`src/sv/rles_pkg.sv`:
```
// Shared types and constants for the RGB LED effect sequencer.
package rles_pkg;

    // Default width of the blink period store and the tick counter
    localparam int unsigned PERIOD_BITS_DEF = 16;

    // Input field and configuration widths
    localparam int unsigned MODE_W   = 3;
    localparam int unsigned CHAN_W   = 8;
    localparam int unsigned BPER_W   = 16;
    localparam int unsigned STEP_W   = 8;
    localparam int unsigned INTV_W   = 10;
    localparam int unsigned CFG_IDX_W = 1;
    localparam int unsigned CFG_DAT_W = 10;

    // Item mode codes
    localparam logic [MODE_W-1:0] MODE_TICK   = 3'd0;
    localparam logic [MODE_W-1:0] MODE_OFF    = 3'd1;
    localparam logic [MODE_W-1:0] MODE_STATIC = 3'd2;
    localparam logic [MODE_W-1:0] MODE_BLINK  = 3'd3;
    localparam logic [MODE_W-1:0] MODE_BREATH = 3'd4;

    // Configuration register indexes
    localparam logic [CFG_IDX_W-1:0] CFG_BREATH_STEP     = 1'b0;
    localparam logic [CFG_IDX_W-1:0] CFG_BREATH_INTERVAL = 1'b1;

    // Configuration reset values
    localparam logic [STEP_W-1:0] BREATH_STEP_RST     = 8'd5;
    localparam logic [INTV_W-1:0] BREATH_INTERVAL_RST = 10'd20;

    // Refresh job handed from the front end to the back end.
    // breath = 0: red/green/blue go out as they are.
    // breath = 1: colour is scaled by the gamma of level.
    typedef struct packed {
        logic              breath;
        logic [CHAN_W-1:0] red;
        logic [CHAN_W-1:0] green;
        logic [CHAN_W-1:0] blue;
        logic [CHAN_W-1:0] level;
    } t_job;

endpackage

```
`src/sv/rles_front.sv`:
```
// Front end: takes items, keeps effect state and tick counting, issues refresh jobs.
module rles_front #(
    parameter int unsigned PERIOD_BITS = rles_pkg::PERIOD_BITS_DEF
) (
    input  logic                            i_clk,
    input  logic                            i_rst_n,
    // item channel
    input  logic                            i_in_valid,
    output logic                            o_in_ready,
    input  logic [rles_pkg::MODE_W-1:0]     i_mode,
    input  logic [rles_pkg::CHAN_W-1:0]     i_red,
    input  logic [rles_pkg::CHAN_W-1:0]     i_green,
    input  logic [rles_pkg::CHAN_W-1:0]     i_blue,
    input  logic [rles_pkg::BPER_W-1:0]     i_blink_period,
    // configuration writes
    input  logic                            i_cfg_we,
    input  logic [rles_pkg::CFG_IDX_W-1:0]  i_cfg_idx,
    input  logic [rles_pkg::CFG_DAT_W-1:0]  i_cfg_data,
    // job queue push side
    input  logic                            i_q_full,
    output logic                            o_q_push,
    output rles_pkg::t_job                  o_q_job
);

    localparam int unsigned CW = (PERIOD_BITS > rles_pkg::INTV_W) ?
                                 PERIOD_BITS : rles_pkg::INTV_W;
    localparam logic [PERIOD_BITS-1:0] CNT_MAX = {PERIOD_BITS{1'b1}};

    typedef enum logic [1:0] {
        ACT_OFF    = 2'd0,
        ACT_STATIC = 2'd1,
        ACT_BLINK  = 2'd2,
        ACT_BREATH = 2'd3
    } t_active;

    // effect state
    t_active                       r_active,  n_active;
    logic [rles_pkg::CHAN_W-1:0]   r_red,     n_red;
    logic [rles_pkg::CHAN_W-1:0]   r_green,   n_green;
    logic [rles_pkg::CHAN_W-1:0]   r_blue,    n_blue;
    logic [PERIOD_BITS-1:0]        r_period,  n_period;
    logic                          r_phase,   n_phase;
    logic [rles_pkg::CHAN_W-1:0]   r_level,   n_level;
    logic                          r_falling, n_falling;
    logic [PERIOD_BITS-1:0]        r_tick,    n_tick;
    // configuration
    logic [rles_pkg::STEP_W-1:0]   r_breath_step;
    logic [rles_pkg::INTV_W-1:0]   r_breath_interval;

    // effective state that a refresh works from
    t_active                       e_active;
    logic                          e_phase;
    logic [rles_pkg::CHAN_W-1:0]   e_level;
    logic                          e_falling;

    logic                          accept;
    logic                          is_cmd;
    logic                          do_refresh;
    logic [PERIOD_BITS-1:0]        cnt_inc;
    logic [CW-1:0]                 target;
    logic [rles_pkg::CHAN_W:0]     sum;
    logic [rles_pkg::CHAN_W-1:0]   br_level;
    logic                          br_falling;

    assign o_in_ready = !i_q_full;
    assign accept     = i_in_valid && !i_q_full;
    assign is_cmd     = (i_mode >= rles_pkg::MODE_OFF) && (i_mode <= rles_pkg::MODE_BREATH);

    // saturating tick count and the target it is compared against
    assign cnt_inc = (r_tick == CNT_MAX) ? r_tick : r_tick + 1'b1;
    assign target  = (r_active == ACT_BLINK) ? CW'(r_period) : CW'(r_breath_interval);

    // triangle level update, clamped to 0..255
    assign sum = {1'b0, e_level} + {1'b0, r_breath_step};
    always_comb begin
        if (e_falling) begin
            if (e_level <= r_breath_step) begin
                br_level   = '0;
                br_falling = 1'b0;
            end else begin
                br_level   = e_level - r_breath_step;
                br_falling = 1'b1;
            end
        end else begin
            if (sum >= 9'd255) begin
                br_level   = 8'd255;
                br_falling = 1'b1;
            end else begin
                br_level   = sum[rles_pkg::CHAN_W-1:0];
                br_falling = 1'b0;
            end
        end
    end

    // item decode and state update
    always_comb begin
        n_active   = r_active;
        n_red      = r_red;
        n_green    = r_green;
        n_blue     = r_blue;
        n_period   = r_period;
        n_phase    = r_phase;
        n_level    = r_level;
        n_falling  = r_falling;
        n_tick     = r_tick;
        e_active   = r_active;
        e_phase    = r_phase;
        e_level    = r_level;
        e_falling  = r_falling;
        do_refresh = 1'b0;
        o_q_job    = '0;

        if (accept && is_cmd) begin
            // command: store fields, restart the effect, refresh at once
            e_active   = t_active'(i_mode[1:0] - 2'd1);
            e_phase    = 1'b0;
            e_level    = '0;
            e_falling  = 1'b0;
            n_active   = e_active;
            n_red      = i_red;
            n_green    = i_green;
            n_blue     = i_blue;
            n_period   = PERIOD_BITS'(i_blink_period);
            n_phase    = 1'b0;
            n_level    = '0;
            n_falling  = 1'b0;
            n_tick     = '0;
            do_refresh = 1'b1;
        end else if (accept && (i_mode == rles_pkg::MODE_TICK) &&
                     (r_active == ACT_BLINK || r_active == ACT_BREATH)) begin
            // tick: count, refresh when the target or saturation is reached
            if ((CW'(cnt_inc) >= target) || (cnt_inc == CNT_MAX)) begin
                n_tick     = '0;
                do_refresh = 1'b1;
            end else begin
                n_tick = cnt_inc;
            end
        end

        if (do_refresh) begin
            unique case (e_active)
                ACT_OFF: begin
                    o_q_job = '0;
                end
                ACT_STATIC: begin
                    o_q_job.red   = n_red;
                    o_q_job.green = n_green;
                    o_q_job.blue  = n_blue;
                end
                ACT_BLINK: begin
                    if (e_phase) begin
                        o_q_job.red   = n_red;
                        o_q_job.green = n_green;
                        o_q_job.blue  = n_blue;
                    end
                    n_phase = !e_phase;
                end
                ACT_BREATH: begin
                    o_q_job.breath = 1'b1;
                    o_q_job.red    = n_red;
                    o_q_job.green  = n_green;
                    o_q_job.blue   = n_blue;
                    o_q_job.level  = br_level;
                    n_level        = br_level;
                    n_falling      = br_falling;
                end
                default: begin
                    o_q_job = '0;
                end
            endcase
        end
    end

    assign o_q_push = do_refresh;

    // state registers
    always_ff @(posedge i_clk) begin
        if (!i_rst_n) begin
            r_active  <= ACT_OFF;
            r_red     <= '0;
            r_green   <= '0;
            r_blue    <= '0;
            r_period  <= '0;
            r_phase   <= 1'b0;
            r_level   <= '0;
            r_falling <= 1'b0;
            r_tick    <= '0;
        end else begin
            r_active  <= n_active;
            r_red     <= n_red;
            r_green   <= n_green;
            r_blue    <= n_blue;
            r_period  <= n_period;
            r_phase   <= n_phase;
            r_level   <= n_level;
            r_falling <= n_falling;
            r_tick    <= n_tick;
        end
    end

    // configuration registers
    always_ff @(posedge i_clk) begin
        if (!i_rst_n) begin
            r_breath_step     <= rles_pkg::BREATH_STEP_RST;
            r_breath_interval <= rles_pkg::BREATH_INTERVAL_RST;
        end else if (i_cfg_we) begin
            unique case (i_cfg_idx)
                rles_pkg::CFG_BREATH_STEP: begin
                    r_breath_step <= i_cfg_data[rles_pkg::STEP_W-1:0];
                end
                rles_pkg::CFG_BREATH_INTERVAL: begin
                    r_breath_interval <= i_cfg_data[rles_pkg::INTV_W-1:0];
                end
                default: begin
                    r_breath_step <= r_breath_step;
                end
            endcase
        end
    end

endmodule

```
`src/sv/rles_queue.sv`:
```
// Two-entry job queue between the front end and the back end.
module rles_queue (
    input  logic            i_clk,
    input  logic            i_rst_n,
    input  logic            i_push,
    input  rles_pkg::t_job  i_job,
    output logic            o_full,
    input  logic            i_pop,
    output logic            o_valid,
    output rles_pkg::t_job  o_job
);

    rles_pkg::t_job r_entry [2];
    logic           r_wr_ptr;
    logic           r_rd_ptr;
    logic [1:0]     r_count;
    logic           do_push;
    logic           do_pop;

    assign o_full  = (r_count == 2'd2);
    assign o_valid = (r_count != 2'd0);
    assign o_job   = r_entry[r_rd_ptr];
    assign do_push = i_push && !o_full;
    assign do_pop  = i_pop && o_valid;

    // pointers and fill count
    always_ff @(posedge i_clk) begin
        if (!i_rst_n) begin
            r_wr_ptr <= 1'b0;
            r_rd_ptr <= 1'b0;
            r_count  <= 2'd0;
        end else begin
            if (do_push) begin
                r_wr_ptr <= !r_wr_ptr;
            end
            if (do_pop) begin
                r_rd_ptr <= !r_rd_ptr;
            end
            if (do_push && !do_pop) begin
                r_count <= r_count + 2'd1;
            end else if (do_pop && !do_push) begin
                r_count <= r_count - 2'd1;
            end
        end
    end

    // entry storage
    always_ff @(posedge i_clk) begin
        if (do_push) begin
            r_entry[r_wr_ptr] <= i_job;
        end
    end

endmodule

```
`src/sv/rles_back.sv`:
```
// Back end: gamma and colour scaling on one shared multiplier, output register.
module rles_back (
    input  logic                         i_clk,
    input  logic                         i_rst_n,
    // job queue pop side
    input  logic                         i_q_valid,
    input  rles_pkg::t_job               i_q_job,
    output logic                         o_q_pop,
    // result channel
    output logic                         o_out_valid,
    input  logic                         i_out_ready,
    output logic [rles_pkg::CHAN_W-1:0]  o_pixel_red,
    output logic [rles_pkg::CHAN_W-1:0]  o_pixel_green,
    output logic [rles_pkg::CHAN_W-1:0]  o_pixel_blue
);

    typedef enum logic [2:0] {
        S_IDLE,
        S_GAM,
        S_RED,
        S_GRN,
        S_BLU,
        S_DONE
    } t_state;

    // x / 255 for x up to 255 * 255
    function automatic logic [7:0] div255(input logic [15:0] x);
        logic [16:0] t;
        t = {1'b0, x} + 17'(x[15:8]) + 17'd1;
        return t[15:8];
    endfunction

    t_state                      r_state;
    logic [rles_pkg::CHAN_W-1:0] r_cr, r_cg, r_cb, r_lvl, r_gam;
    logic [rles_pkg::CHAN_W-1:0] r_wr, r_wg, r_wb;
    logic [rles_pkg::CHAN_W-1:0] r_pr, r_pg, r_pb;
    logic                        r_out_valid;
    logic                        out_free;
    logic                        out_load;
    logic [rles_pkg::CHAN_W-1:0] mul_a, mul_b;
    logic [15:0]                 prod;
    logic [rles_pkg::CHAN_W-1:0] quot;

    assign out_free = !r_out_valid || i_out_ready;
    assign o_q_pop  = (r_state == S_IDLE) && i_q_valid && (i_q_job.breath || out_free);
    // a plain job or a finished breath job moves into the output register
    assign out_load = out_free &&
                      (((r_state == S_IDLE) && i_q_valid && !i_q_job.breath) ||
                       (r_state == S_DONE));

    // shared 8x8 multiplier operand select
    always_comb begin
        unique case (r_state)
            S_GAM: begin
                mul_a = r_lvl;
                mul_b = r_lvl;
            end
            S_RED: begin
                mul_a = r_cr;
                mul_b = r_gam;
            end
            S_GRN: begin
                mul_a = r_cg;
                mul_b = r_gam;
            end
            S_BLU: begin
                mul_a = r_cb;
                mul_b = r_gam;
            end
            default: begin
                mul_a = '0;
                mul_b = '0;
            end
        endcase
    end

    assign prod = mul_a * mul_b;
    assign quot = div255(prod);

    // sequencer and output register
    always_ff @(posedge i_clk) begin
        if (!i_rst_n) begin
            r_state     <= S_IDLE;
            r_out_valid <= 1'b0;
        end else begin
            if (out_load) begin
                r_out_valid <= 1'b1;
            end else if (r_out_valid && i_out_ready) begin
                r_out_valid <= 1'b0;
            end
            unique case (r_state)
                S_IDLE: begin
                    if (i_q_valid) begin
                        if (i_q_job.breath) begin
                            r_cr    <= i_q_job.red;
                            r_cg    <= i_q_job.green;
                            r_cb    <= i_q_job.blue;
                            r_lvl   <= i_q_job.level;
                            r_state <= S_GAM;
                        end else if (out_free) begin
                            r_pr <= i_q_job.red;
                            r_pg <= i_q_job.green;
                            r_pb <= i_q_job.blue;
                        end
                    end
                end
                S_GAM: begin
                    r_gam   <= quot;
                    r_state <= S_RED;
                end
                S_RED: begin
                    r_wr    <= quot;
                    r_state <= S_GRN;
                end
                S_GRN: begin
                    r_wg    <= quot;
                    r_state <= S_BLU;
                end
                S_BLU: begin
                    r_wb    <= quot;
                    r_state <= S_DONE;
                end
                S_DONE: begin
                    if (out_free) begin
                        r_pr    <= r_wr;
                        r_pg    <= r_wg;
                        r_pb    <= r_wb;
                        r_state <= S_IDLE;
                    end
                end
                default: begin
                    r_state <= S_IDLE;
                end
            endcase
        end
    end

    assign o_out_valid   = r_out_valid;
    assign o_pixel_red   = r_pr;
    assign o_pixel_green = r_pg;
    assign o_pixel_blue  = r_pb;

endmodule

```
`src/sv/rgb_led_effect_sequencer.sv`:
```
// Top level of the RGB LED effect sequencer: front end, job queue, back end.
//
// Input channel (i_in_valid / o_in_ready): one transaction is either a
// millisecond tick (mode 0) or a command (1 off, 2 static, 3 blink, 4 breath)
// with a colour and a blink period. Modes 5 to 7 are taken and dropped.
// Output channel (o_out_valid / i_out_ready): one transaction per LED refresh.
// Configuration: i_cfg_we writes breath_step (index 0) or breath_interval
// (index 1) from i_cfg_data in the same cycle; write only while idle.
// The front end handles one transaction per cycle while the two-entry job
// queue has room. The back end takes a plain job (off, static, blink) every
// cycle while the output register is free; a breath job holds it through
// the pop, the gamma square and the three channel scalings sharing one 8x8
// multiplier, and the final load. Jobs pass the queue and output registers.
// When the receiver stalls, the result holds in the output register, the
// queue fills, and then o_in_ready drops until a result is taken.
// Reset (synchronous, active low) clears all effect state to off, empties
// the queue and output, and loads breath_step 5 and breath_interval 20.
module rgb_led_effect_sequencer #(
    parameter int unsigned PERIOD_BITS = rles_pkg::PERIOD_BITS_DEF
) (
    input  logic                            i_clk,
    input  logic                            i_rst_n,
    input  logic                            i_in_valid,
    output logic                            o_in_ready,
    input  logic [rles_pkg::MODE_W-1:0]     i_mode,
    input  logic [rles_pkg::CHAN_W-1:0]     i_red,
    input  logic [rles_pkg::CHAN_W-1:0]     i_green,
    input  logic [rles_pkg::CHAN_W-1:0]     i_blue,
    input  logic [rles_pkg::BPER_W-1:0]     i_blink_period,
    output logic                            o_out_valid,
    input  logic                            i_out_ready,
    output logic [rles_pkg::CHAN_W-1:0]     o_pixel_red,
    output logic [rles_pkg::CHAN_W-1:0]     o_pixel_green,
    output logic [rles_pkg::CHAN_W-1:0]     o_pixel_blue,
    input  logic                            i_cfg_we,
    input  logic [rles_pkg::CFG_IDX_W-1:0]  i_cfg_idx,
    input  logic [rles_pkg::CFG_DAT_W-1:0]  i_cfg_data
);

    logic           q_full;
    logic           q_push;
    logic           q_valid;
    logic           q_pop;
    rles_pkg::t_job push_job;
    rles_pkg::t_job pop_job;

    rles_front #(
        .PERIOD_BITS (PERIOD_BITS)
    ) u_front (
        .i_clk          (i_clk),
        .i_rst_n        (i_rst_n),
        .i_in_valid     (i_in_valid),
        .o_in_ready     (o_in_ready),
        .i_mode         (i_mode),
        .i_red          (i_red),
        .i_green        (i_green),
        .i_blue         (i_blue),
        .i_blink_period (i_blink_period),
        .i_cfg_we       (i_cfg_we),
        .i_cfg_idx      (i_cfg_idx),
        .i_cfg_data     (i_cfg_data),
        .i_q_full       (q_full),
        .o_q_push       (q_push),
        .o_q_job        (push_job)
    );

    rles_queue u_queue (
        .i_clk   (i_clk),
        .i_rst_n (i_rst_n),
        .i_push  (q_push),
        .i_job   (push_job),
        .o_full  (q_full),
        .i_pop   (q_pop),
        .o_valid (q_valid),
        .o_job   (pop_job)
    );

    rles_back u_back (
        .i_clk         (i_clk),
        .i_rst_n       (i_rst_n),
        .i_q_valid     (q_valid),
        .i_q_job       (pop_job),
        .o_q_pop       (q_pop),
        .o_out_valid   (o_out_valid),
        .i_out_ready   (i_out_ready),
        .o_pixel_red   (o_pixel_red),
        .o_pixel_green (o_pixel_green),
        .o_pixel_blue  (o_pixel_blue)
    );

endmodule

```
`config.mk`:
```
export PLATFORM = sky130hd
export DESIGN_NAME = rgb_led_effect_sequencer
export DESIGN_NICKNAME = d
export VERILOG_FILES = /design/src/sv/rles_pkg.sv /design/src/sv/rles_front.sv /design/src/sv/rles_queue.sv /design/src/sv/rles_back.sv /design/src/sv/rgb_led_effect_sequencer.sv
export SDC_FILE = /design/constraint.sdc
export NUM_CORES = 1
export LEC_CHECK = 0
export ABC_CLOCK_PERIOD_IN_PS = 19560
export BUFFER_PORTS_ARGS = -buffer_cell sky130_fd_sc_hd__buf_2
export CAP_MARGIN = 0
export CORE_MARGIN = 3
export CORE_UTILIZATION = 48
export CTS_BUF_LIST = sky130_fd_sc_hd__clkbuf_2
export DETAILED_ROUTE_END_ITERATION = 10
export PLACE_DENSITY_LB_ADDON = 0.05
export SETUP_SLACK_MARGIN = 0.5
export SYNTH_ARGS = -nofsm -noshare
export SYNTH_HDL_FRONTEND = slang
export SYNTH_HIERARCHICAL = 1
export SYNTH_SLANG_ARGS = --single-unit
```
`constraint.sdc`:
```
create_clock -name i_clk -period 19.56 [get_ports i_clk]
set_input_delay 1.956 -clock i_clk [delete_from_list [all_inputs] [get_ports i_clk]]
set_output_delay 1.956 -clock i_clk [all_outputs]
set_load 0.02 [all_outputs]
```
==> results by group, run 1 <==
STA
  – Setup TNS: 0 ns
  – Slew HR: 14.4%
  – Period Utilization, post-route: 43.9%
  – RSZ-0062 raised after global routing: false
  – Fmax: 116 MHz
  – Clock Skews: 0.0815 ns
  – Final Hold Viols: 0
  – Fin crit period: 8.59 ns
  – Final setup fails: 0
  – Slew @ Worst Pin: 1.28 ns
  – Max-slew violation count: 0
  – PnR worst setup slack: 10.97 ns

Placement
  – IO buf count: 84
  – Place WS: 11.00 ns
  – Hpwl dp: 25800 µm
  – RD Place Congestion: 0.900
  – Placed inst area: 15000 µm²
  – Inst Count DP: 1789

Critical path
  – Worst stage delay on the critical path: 0.89 ns
  – Data arrival time of the worst path: 9.09 ns
  – Delay-heaviest family, CP: adder cells
  – Crit-path max FO: 27
  – WP buf/inv: 4
  – Critical path startpoint category: flip-flop
  – CP required: 20.06 ns
  – Slowest cell on crit path: dfxtp_1
  – Worst setup EP type: flip-flop
  – CP Class: flip-flop to flip-flop

Cells and area
  – Final non-filler cell total: 1909
  – Design Area, Final: 15600 µm²
  – Fillers: 2717
  – Nets: 1648
  – Area of the multi-input gates: 7120 µm²
  – Most frequent cells in the layout: nand2_1 (184), edfxtp_1 (154), a21oi_1 (120)
  – Fraction of layout cells with a size suffix above 1: 21.5%
  – Area delta synth->final: 9.59%
  – Total area of sequential cells: 6530 µm²
  – Commonest non-fill, non-tap cell in the layout: nand2_1

Detailed routing
  – Vias per inst: 5.53
  – First-pass iteration count of the detailed router: 5
  – Post-Route WL: 34900 µm
  – Remaining DRCs: 0
  – Via Count: 10600
  – Antenna-violating nets left: 0
  – Iteration-0 DRC Markers: 751
  – WL/cell: 18.3 µm

GRT
  – Initial antenna violation count: 4
  – Largest net degree at the start of global routing: 64
  – Grt met2 use: 38.2%
  – Overall routing resource usage: 22.6%
  – GR Util met1: 29.3%
  – Vias in the first global route: 10700
  – First-pass GRT wire length: 56600 µm
  – Total gr overflow: 0
  – Global route hottest layer: met2
  – Met3 usage in global routing: 4.17%

Clock network
  – Clock-pin slew on the worst setup and hold paths: 0.09 ns
  – Clock sink count: 249
  – Clock Path Buffers: 3
  – CTS tree: done
  – CTS Buf Count: 66
  – Clk root buf: clkbuf_2
  – Post-CTS Setup Bufs: 0
  – Clk_lat worst skew: 0.83 ns
  – Hold buffer count at cts: 0
  – Post-CTS sizing: 0
  – H-Tree Depth: 3

Die
  – Initial Util: 49.2%
  – # rows: 62
  – Core area: 29000 µm²
  – I/O pin count: 85
  – Die span in x: 178 µm
  – Die height: 178 µm
  – Die area: 31800 µm²

Synthesis
  – Syn avg cell area: 10.4 µm²
  – Yosys reg bits: 249
  – EDFF count, synth: 154
  – Yosys warning total: 6
  – Syn nets: 1548
  – Synthesized area: 14300 µm²
  – Mapped Cells: 1373
  – Synth cell types: 87
  – FFs w/ async S/R, synth: 0%
  – Area leader, netlist: edfxtp_1
  – Synth top area share: 32.4%
  – Synth area leaders: edfxtp_1 (32%), dfxtp_1 (13%), ha_1 (6.8%)
  – Ys flop type: edfxtp_1
  – Sequential fraction of the synthesis area: 45.7%

Worst hold path
  – Worst hold path type: flip-flop to flip-flop

Power
  – Worst IR drop on VDD: 0.0000420 V
  – Leak pwr: 6.31 nW
  – Pwr dens: 89.7 nW/µm²

Outcome
  – Status: complete, no violations

Job
  – Max_cap viols: 0
cell families after synthesis:
logic type	count (synthesis)	synth area share [%]
adders and majority gates	116	12.2
and+or+nand+nor	447	15.1
DFF	249	45.7
buffers and inverters	159	4.58
xor gates and xnor gates	34	2.34
muxes	81	6.28
AOI/OAI and AO/OA	287	13.8
registers in the layout, summed over array words and instances (netlist names), 10 cells and up, named ones only:
register / flops
u_front/r_tick: 16
u_front/r_period: 16
u_queue/r_entry: 66
u_front/r_breath_interval: 10
path summary, 6_finish.rpt:
path	from	end	slack, ns	cells after the start
setup / recovery	u_back/r_state[2]	u_back/r_gam[4]	10.97	25
hold / removal	u_front/r_period[0]	u_front/r_period[0]	0.46	2
setup reg to reg	u_back/r_state[2]	u_back/r_gam[4]	10.97	25
hold reg to reg	u_front/r_period[0]	u_front/r_period[0]	0.46	2
layout make-up:
cell class | instances | area share (%)
tap | 384 | 3.07
antenna | 1 | 0.0160
multi-input combinational | 965 | 45.5
inverter | 96 | 2.30
sequential | 249 | 41.7
timing repair buffer | 95 | 3.22
clock buffer | 104 | 3.33
clock inverter | 15 | 0.856
tightest hold or removal path, stage by stage, from the launching register on:
cell and delay, ns:
dfxtp_1 0.32, nand2_1 0.05, a21oi_1 0.05
where the power goes:
group | internal [mW] | leakage (nW) | total, mW | switching (mW)
sequential | 0.630 | 2.21 | 0.661 | 0.0316
combinational | 0.130 | 3.61 | 0.361 | 0.231
clock | 0.169 | 0.491 | 0.381 | 0.212
total | 0.928 | 6.31 | 1.40 | 0.474
metal layers:
layer  vias to the layer above  wire, µm
met5                         -        34
met4                         6       810
met3                        60      1620
met2                       271     17000
met1                      5081     15400
li1                       5137         -
cells in the mapped netlist, types with 7 or more instances:
library cell,count
or3_1,8
a21oi_1,120
nand4_1,10
or2_2,16
mux2_2,69
dfxtp_1,95
mux2i_1,12
o21ai_0,24
a211oi_1,11
and4_1,7
edfxtp_1,154
clkbuf_1,39
and2_1,13
a31oi_1,7
and3_1,10
a22o_1,25
buf_2,15
inv_1,94
nand2b_1,9
xnor2_1,21
a22oi_1,9
nor2b_1,8
nor2_1,104
ha_1,78
fa_1,38
nor3_1,14
nand2_1,184
o21a_1,12
nand3_1,31
a21o_1,12
xor2_1,10
per-stage QoR:
stage	util, %	hold WS, ns	power [mW]
after global placement	51.7	0.441	1.03
final	53.9	0.457	1.40
after floorplan	-	0.433	0.919
after CTS	53.9	0.459	1.42
after global routing	53.9	0.476	1.49
after detailed placement	51.7	0.446	1.03
No activity file was read; power rests on OpenSTA's default activity.
==> inputs of run 2 (changes only) <==
--- a/config.mk
+++ b/config.mk
@@ -5,7 +5,8 @@
 export SDC_FILE = /design/constraint.sdc
 export NUM_CORES = 1
 export LEC_CHECK = 0
-export ABC_CLOCK_PERIOD_IN_PS = 19560
+export ABC_AREA = 1
+export ABC_CLOCK_PERIOD_IN_PS = 7150
 export BUFFER_PORTS_ARGS = -buffer_cell sky130_fd_sc_hd__buf_2
 export CAP_MARGIN = 0
 export CORE_MARGIN = 3
==> constraint.sdc (replaced) <==
create_clock -name i_clk -period 7.15 [get_ports i_clk]
set_input_delay 0.715 -clock i_clk [delete_from_list [all_inputs] [get_ports i_clk]]
set_output_delay 0.715 -clock i_clk [all_outputs]
set_load 0.02 [all_outputs]
==> run 2 against run 1 <==
Sequential share of layout area shrank 0.63 points. Register-to-register slack lost 10 ns. Non-clock buffer count grew 4. Design area grew 1.7%. Utilization grew 0.79 points. Global-route usage shrank 0.88 points. Sequential cell count is the same. Combinational power grew to 4.4 times the previous value. Die area grew 0.43%. Fmax grew 36%. Highest routed layer unchanged.
==> results by group, run 2 <==
Outcome
  – Status: complete, no violations

Synthesis
  – Synth top area share: 32.3% (-0.14 points)
  – Syn nets: 1765 (+14%)
  – Most common cell in the netlist: nand2_1
  – Area leader, netlist: edfxtp_1
  – Mapped Cells: 1590 (+16%)
  – Yosys reg bits: 249 (unchanged)
  – Synth area leaders: edfxtp_1 (32%), dfxtp_1 (13%), nand2_1 (9.0%)
  – Top cells by count, synth: nand2_1 (343), nor2_1 (248), inv_1 (195), edfxtp_1 (154), dfxtp_1 (95)
  – Syn avg cell area: 9.02 µm² (-13%)
  – Synth cell types: 46 (-47%)
  – EDFF count, synth: 154 (unchanged)
  – Yosys warning total: 6 (unchanged)
  – Ys flop type: edfxtp_1
  – FFs w/ async S/R, synth: 0% (unchanged)
  – Synthesized area: 14300 µm² (+0.44%)
  – Sequential fraction of the synthesis area: 45.5% (-0.20 points)

Power
  – PnR Total Power: 4.49 mW (+220%)
  – Worst IR drop on VDD: 0.000129 V (+210%)
  – Pwr dens: 282 nW/µm² (+210%)
  – Leak pwr: 7.15 nW (+13%)

STA
  – Max-slew violation count: 0 (unchanged)
  – RSZ-0062 raised after global routing: false
  – Slew @ Worst Pin: 1.18 ns (-0.104 ns)
  – Clock Skews: 0.134 ns (+0.0521 ns)
  – Final Hold Viols: 0 (unchanged)
  – Slew HR: 21.2% (+6.8 points)
  – Final setup fails: 0 (unchanged)
  – Fin crit period: 6.31 ns (-2.28 ns)
  – PnR worst setup slack: 0.845 ns (-10.13 ns)
  – Period Utilization, post-route: 88.2% (+44 points)
  – Setup TNS: 0 ns (unchanged)
  – Fmax: 159 MHz (+36%)

Clock network
  – CTS tree: done
  – CTS Buf Count: 68 (+3.0%)
  – Clock sink count: 249 (unchanged)
  – Clk_lat worst skew: 0.86 ns (+0.03 ns)
  – Clock Path Buffers: 3 (unchanged)
  – Clk root buf: clkbuf_2
  – H-Tree Depth: 3 (unchanged)
  – Clock-pin slew on the worst setup and hold paths: 0.10 ns (about the same)

Cells and area
  – Largest registers: u_queue/r_entry (66), u_front/r_period (16), u_front/r_tick (16)
  – Fillers: 2794 (+2.8%)
  – Final non-filler cell total: 2159 (+13%)
  – Total area of sequential cells: 6540 µm² (+0.19%)
  – Commonest non-fill, non-tap cell in the layout: nand2_1
  – Area of the multi-input gates: 6960 µm² (-2.2%)
  – Most frequent cells in the layout: nand2_1 (341), nor2_1 (243), inv_1 (187)
  – Area delta synth->final: 11.0%
  – Fraction of layout cells with a size suffix above 1: 18.7% (-2.8 points)
  – Nets: 1897 (+15%)
  – Top reg by flops: u_queue/r_entry
  – Max reg flops: 66 (unchanged)

GRT
  – Initial antenna violation count: 2 (-2)
  – Total gr overflow: 0 (unchanged)
  – First-pass GRT wire length: 54600 µm (-3.5%)
  – Overall routing resource usage: 21.7% (-0.88 points)
  – Largest net degree at the start of global routing: 48 (-25%)
  – Vias in the first global route: 10800 (+0.51%)

Die
  – Die span in x: 179 µm (+0.21%)
  – I/O pin count: 85 (unchanged)
  – Core area: 29100 µm² (+0.27%)
  – Die height: 179 µm (+0.21%)
  – Die area: 32000 µm² (+0.43%)
  – # rows: 62 (unchanged)
  – Initial Util: 49.3% (+0.084 points)

Detailed routing
  – First-pass iteration count of the detailed router: 7 (+2)
  – Antenna-violating nets left: 0 (unchanged)
  – Vias per inst: 5.07 (-8.3%)
  – Remaining DRCs: 0 (unchanged)
  – Post-Route WL: 34500 µm (-1.1%)
  – WL/cell: 16.0 µm (-13%)
  – Via Count: 11000 (+3.7%)
  – Iteration-0 DRC Markers: 721 (-4.0%)

Placement
  – Place WS: 0.293 ns (-10.71 ns)
  – IO buf count: 84 (unchanged)
  – RD Place Congestion: 0.929 (+3.2%)
  – Inst Count DP: 2032 (+14%)
  – Hpwl dp: 25800 µm (-0.22%)

Critical path
  – Worst setup EP type: flip-flop
  – Most used cell, CP: nand2_1
  – Critical path startpoint category: flip-flop
  – Data arrival time of the worst path: 6.77 ns (-2.32 ns)
  – CP required: 7.61 ns (-12.45 ns)
  – Reg2reg path depth: 37 (+48%)
  – Worst stage delay on the critical path: 0.54 ns (-0.35 ns)
  – Slowest cell on crit path: fa_1
  – Crit-path max FO: 7 (-74%)
  – CP Class: flip-flop to flip-flop

Worst hold path
  – Hold depth: 3 (+1)
  – Worst hold path type: input pin to flip-flop

Job
  – Max_cap viols: 0 (unchanged)
run 2: changes by cell type after synthesis, sizes merged, moves of 18 or more:
cell / previous run / this run
a22o: 25 / 1
nor2: 104 / 263
mux2i: 12 / 33
a21oi: 120 / 69
nand3: 31 / 71
inv: 96 / 199
o21ai: 27 / 62
clkbuf: 39 / 21
nand2: 184 / 351
run 2: worst max-delay path, delay by kind of cell (launching register included):
kind | cells | cell delay, ns
buf+inv | 8 | 0.70
flops | 1 | 0.40
fa+ha+maj | 6 | 2.70
compound gates | 2 | 0.35
simple gates | 21 | 1.78
run 2: layout make-up:
| type | instances | share of cell area, % |
|---|---|---|
| antenna | 1 | 0.0157 |
| clock buffer | 99 | 3.11 |
| clock inverter | 23 | 0.904 |
| inverter | 201 | 4.77 |
| multi-input combinational | 1103 | 43.7 |
| sequential | 249 | 41.1 |
| tap | 384 | 3.02 |
| timing repair buffer | 99 | 3.35 |
run 2: worst paths after layout:
path                                     start                           end  slack (ns)
setup reg to reg             u_back/r_state[0]               u_back/r_gam[3]        0.84
setup / recovery             u_back/r_state[0]               u_back/r_gam[3]        0.84
hold / removal                       i_blue[5]             u_front/r_blue[5]        0.12
hold reg to reg   u_front/r_breath_interval[0]  u_front/r_breath_interval[0]        0.48
run 2: metrics by stage:
step                      utilization (%)  area, µm²  hold slack [ns]
after floorplan                         -      14300            0.425
after global placement               52.0      15100            0.459
after detailed placement             52.0      15100            0.464
after CTS                            54.3      15800          0.00684
after global routing                 54.7      15900          0.00902
final                                54.7      15900            0.122
run 2: what timing repair did:
| item | in CTS | in global routing |
|---|---|---|
| hold buffers | 0 | 0 |
| setup buffers | 3 | 1 |
| gates resized for setup | 6 | 30 |
| endpoints found under the setup margin | 32 | 32 |
| pin swaps | 0 | 2 |
run 2: cells by family (layout without fill, tap and decap cells):
logic type / count (synthesis) / count (layout) / synth area share, %
and+or+nand+nor: 726 / 726 / 20.9
DFF: 249 / 249 / 45.5
buffers and inverters: 238 / 422 / 6.85
AOI/OAI and AO/OA: 152 / 152 / 5.80
adders and majority gates: 116 / 116 / 12.1
muxes: 90 / 90 / 7.57
xor gates and xnor gates: 19 / 19 / 1.21
other: 0 / 1 / 0
run 2: power breakdown:
| part | switching [mW] | internal, mW | total (mW) |
|---|---|---|---|
| clock | 0.608 | 0.418 | 1.03 |
| combinational | 1.05 | 0.551 | 1.60 |
| sequential | 0.0748 | 1.78 | 1.86 |
| total | 1.74 | 2.75 | 4.49 |
run 2: routing by layer:
metal | wire length [µm] | share of wire [%] | global-route usage, % | vias up
met4 | 668 | 1.9 | 6.23 | 2
li1 | - | - | - | 5504
met1 | 15700 | 45 | 28.8 | 5121
met5 | 7 | 0.020 | 0 | -
met3 | 1920 | 5.6 | 4.85 | 53
met2 | 16200 | 47 | 35.8 | 270
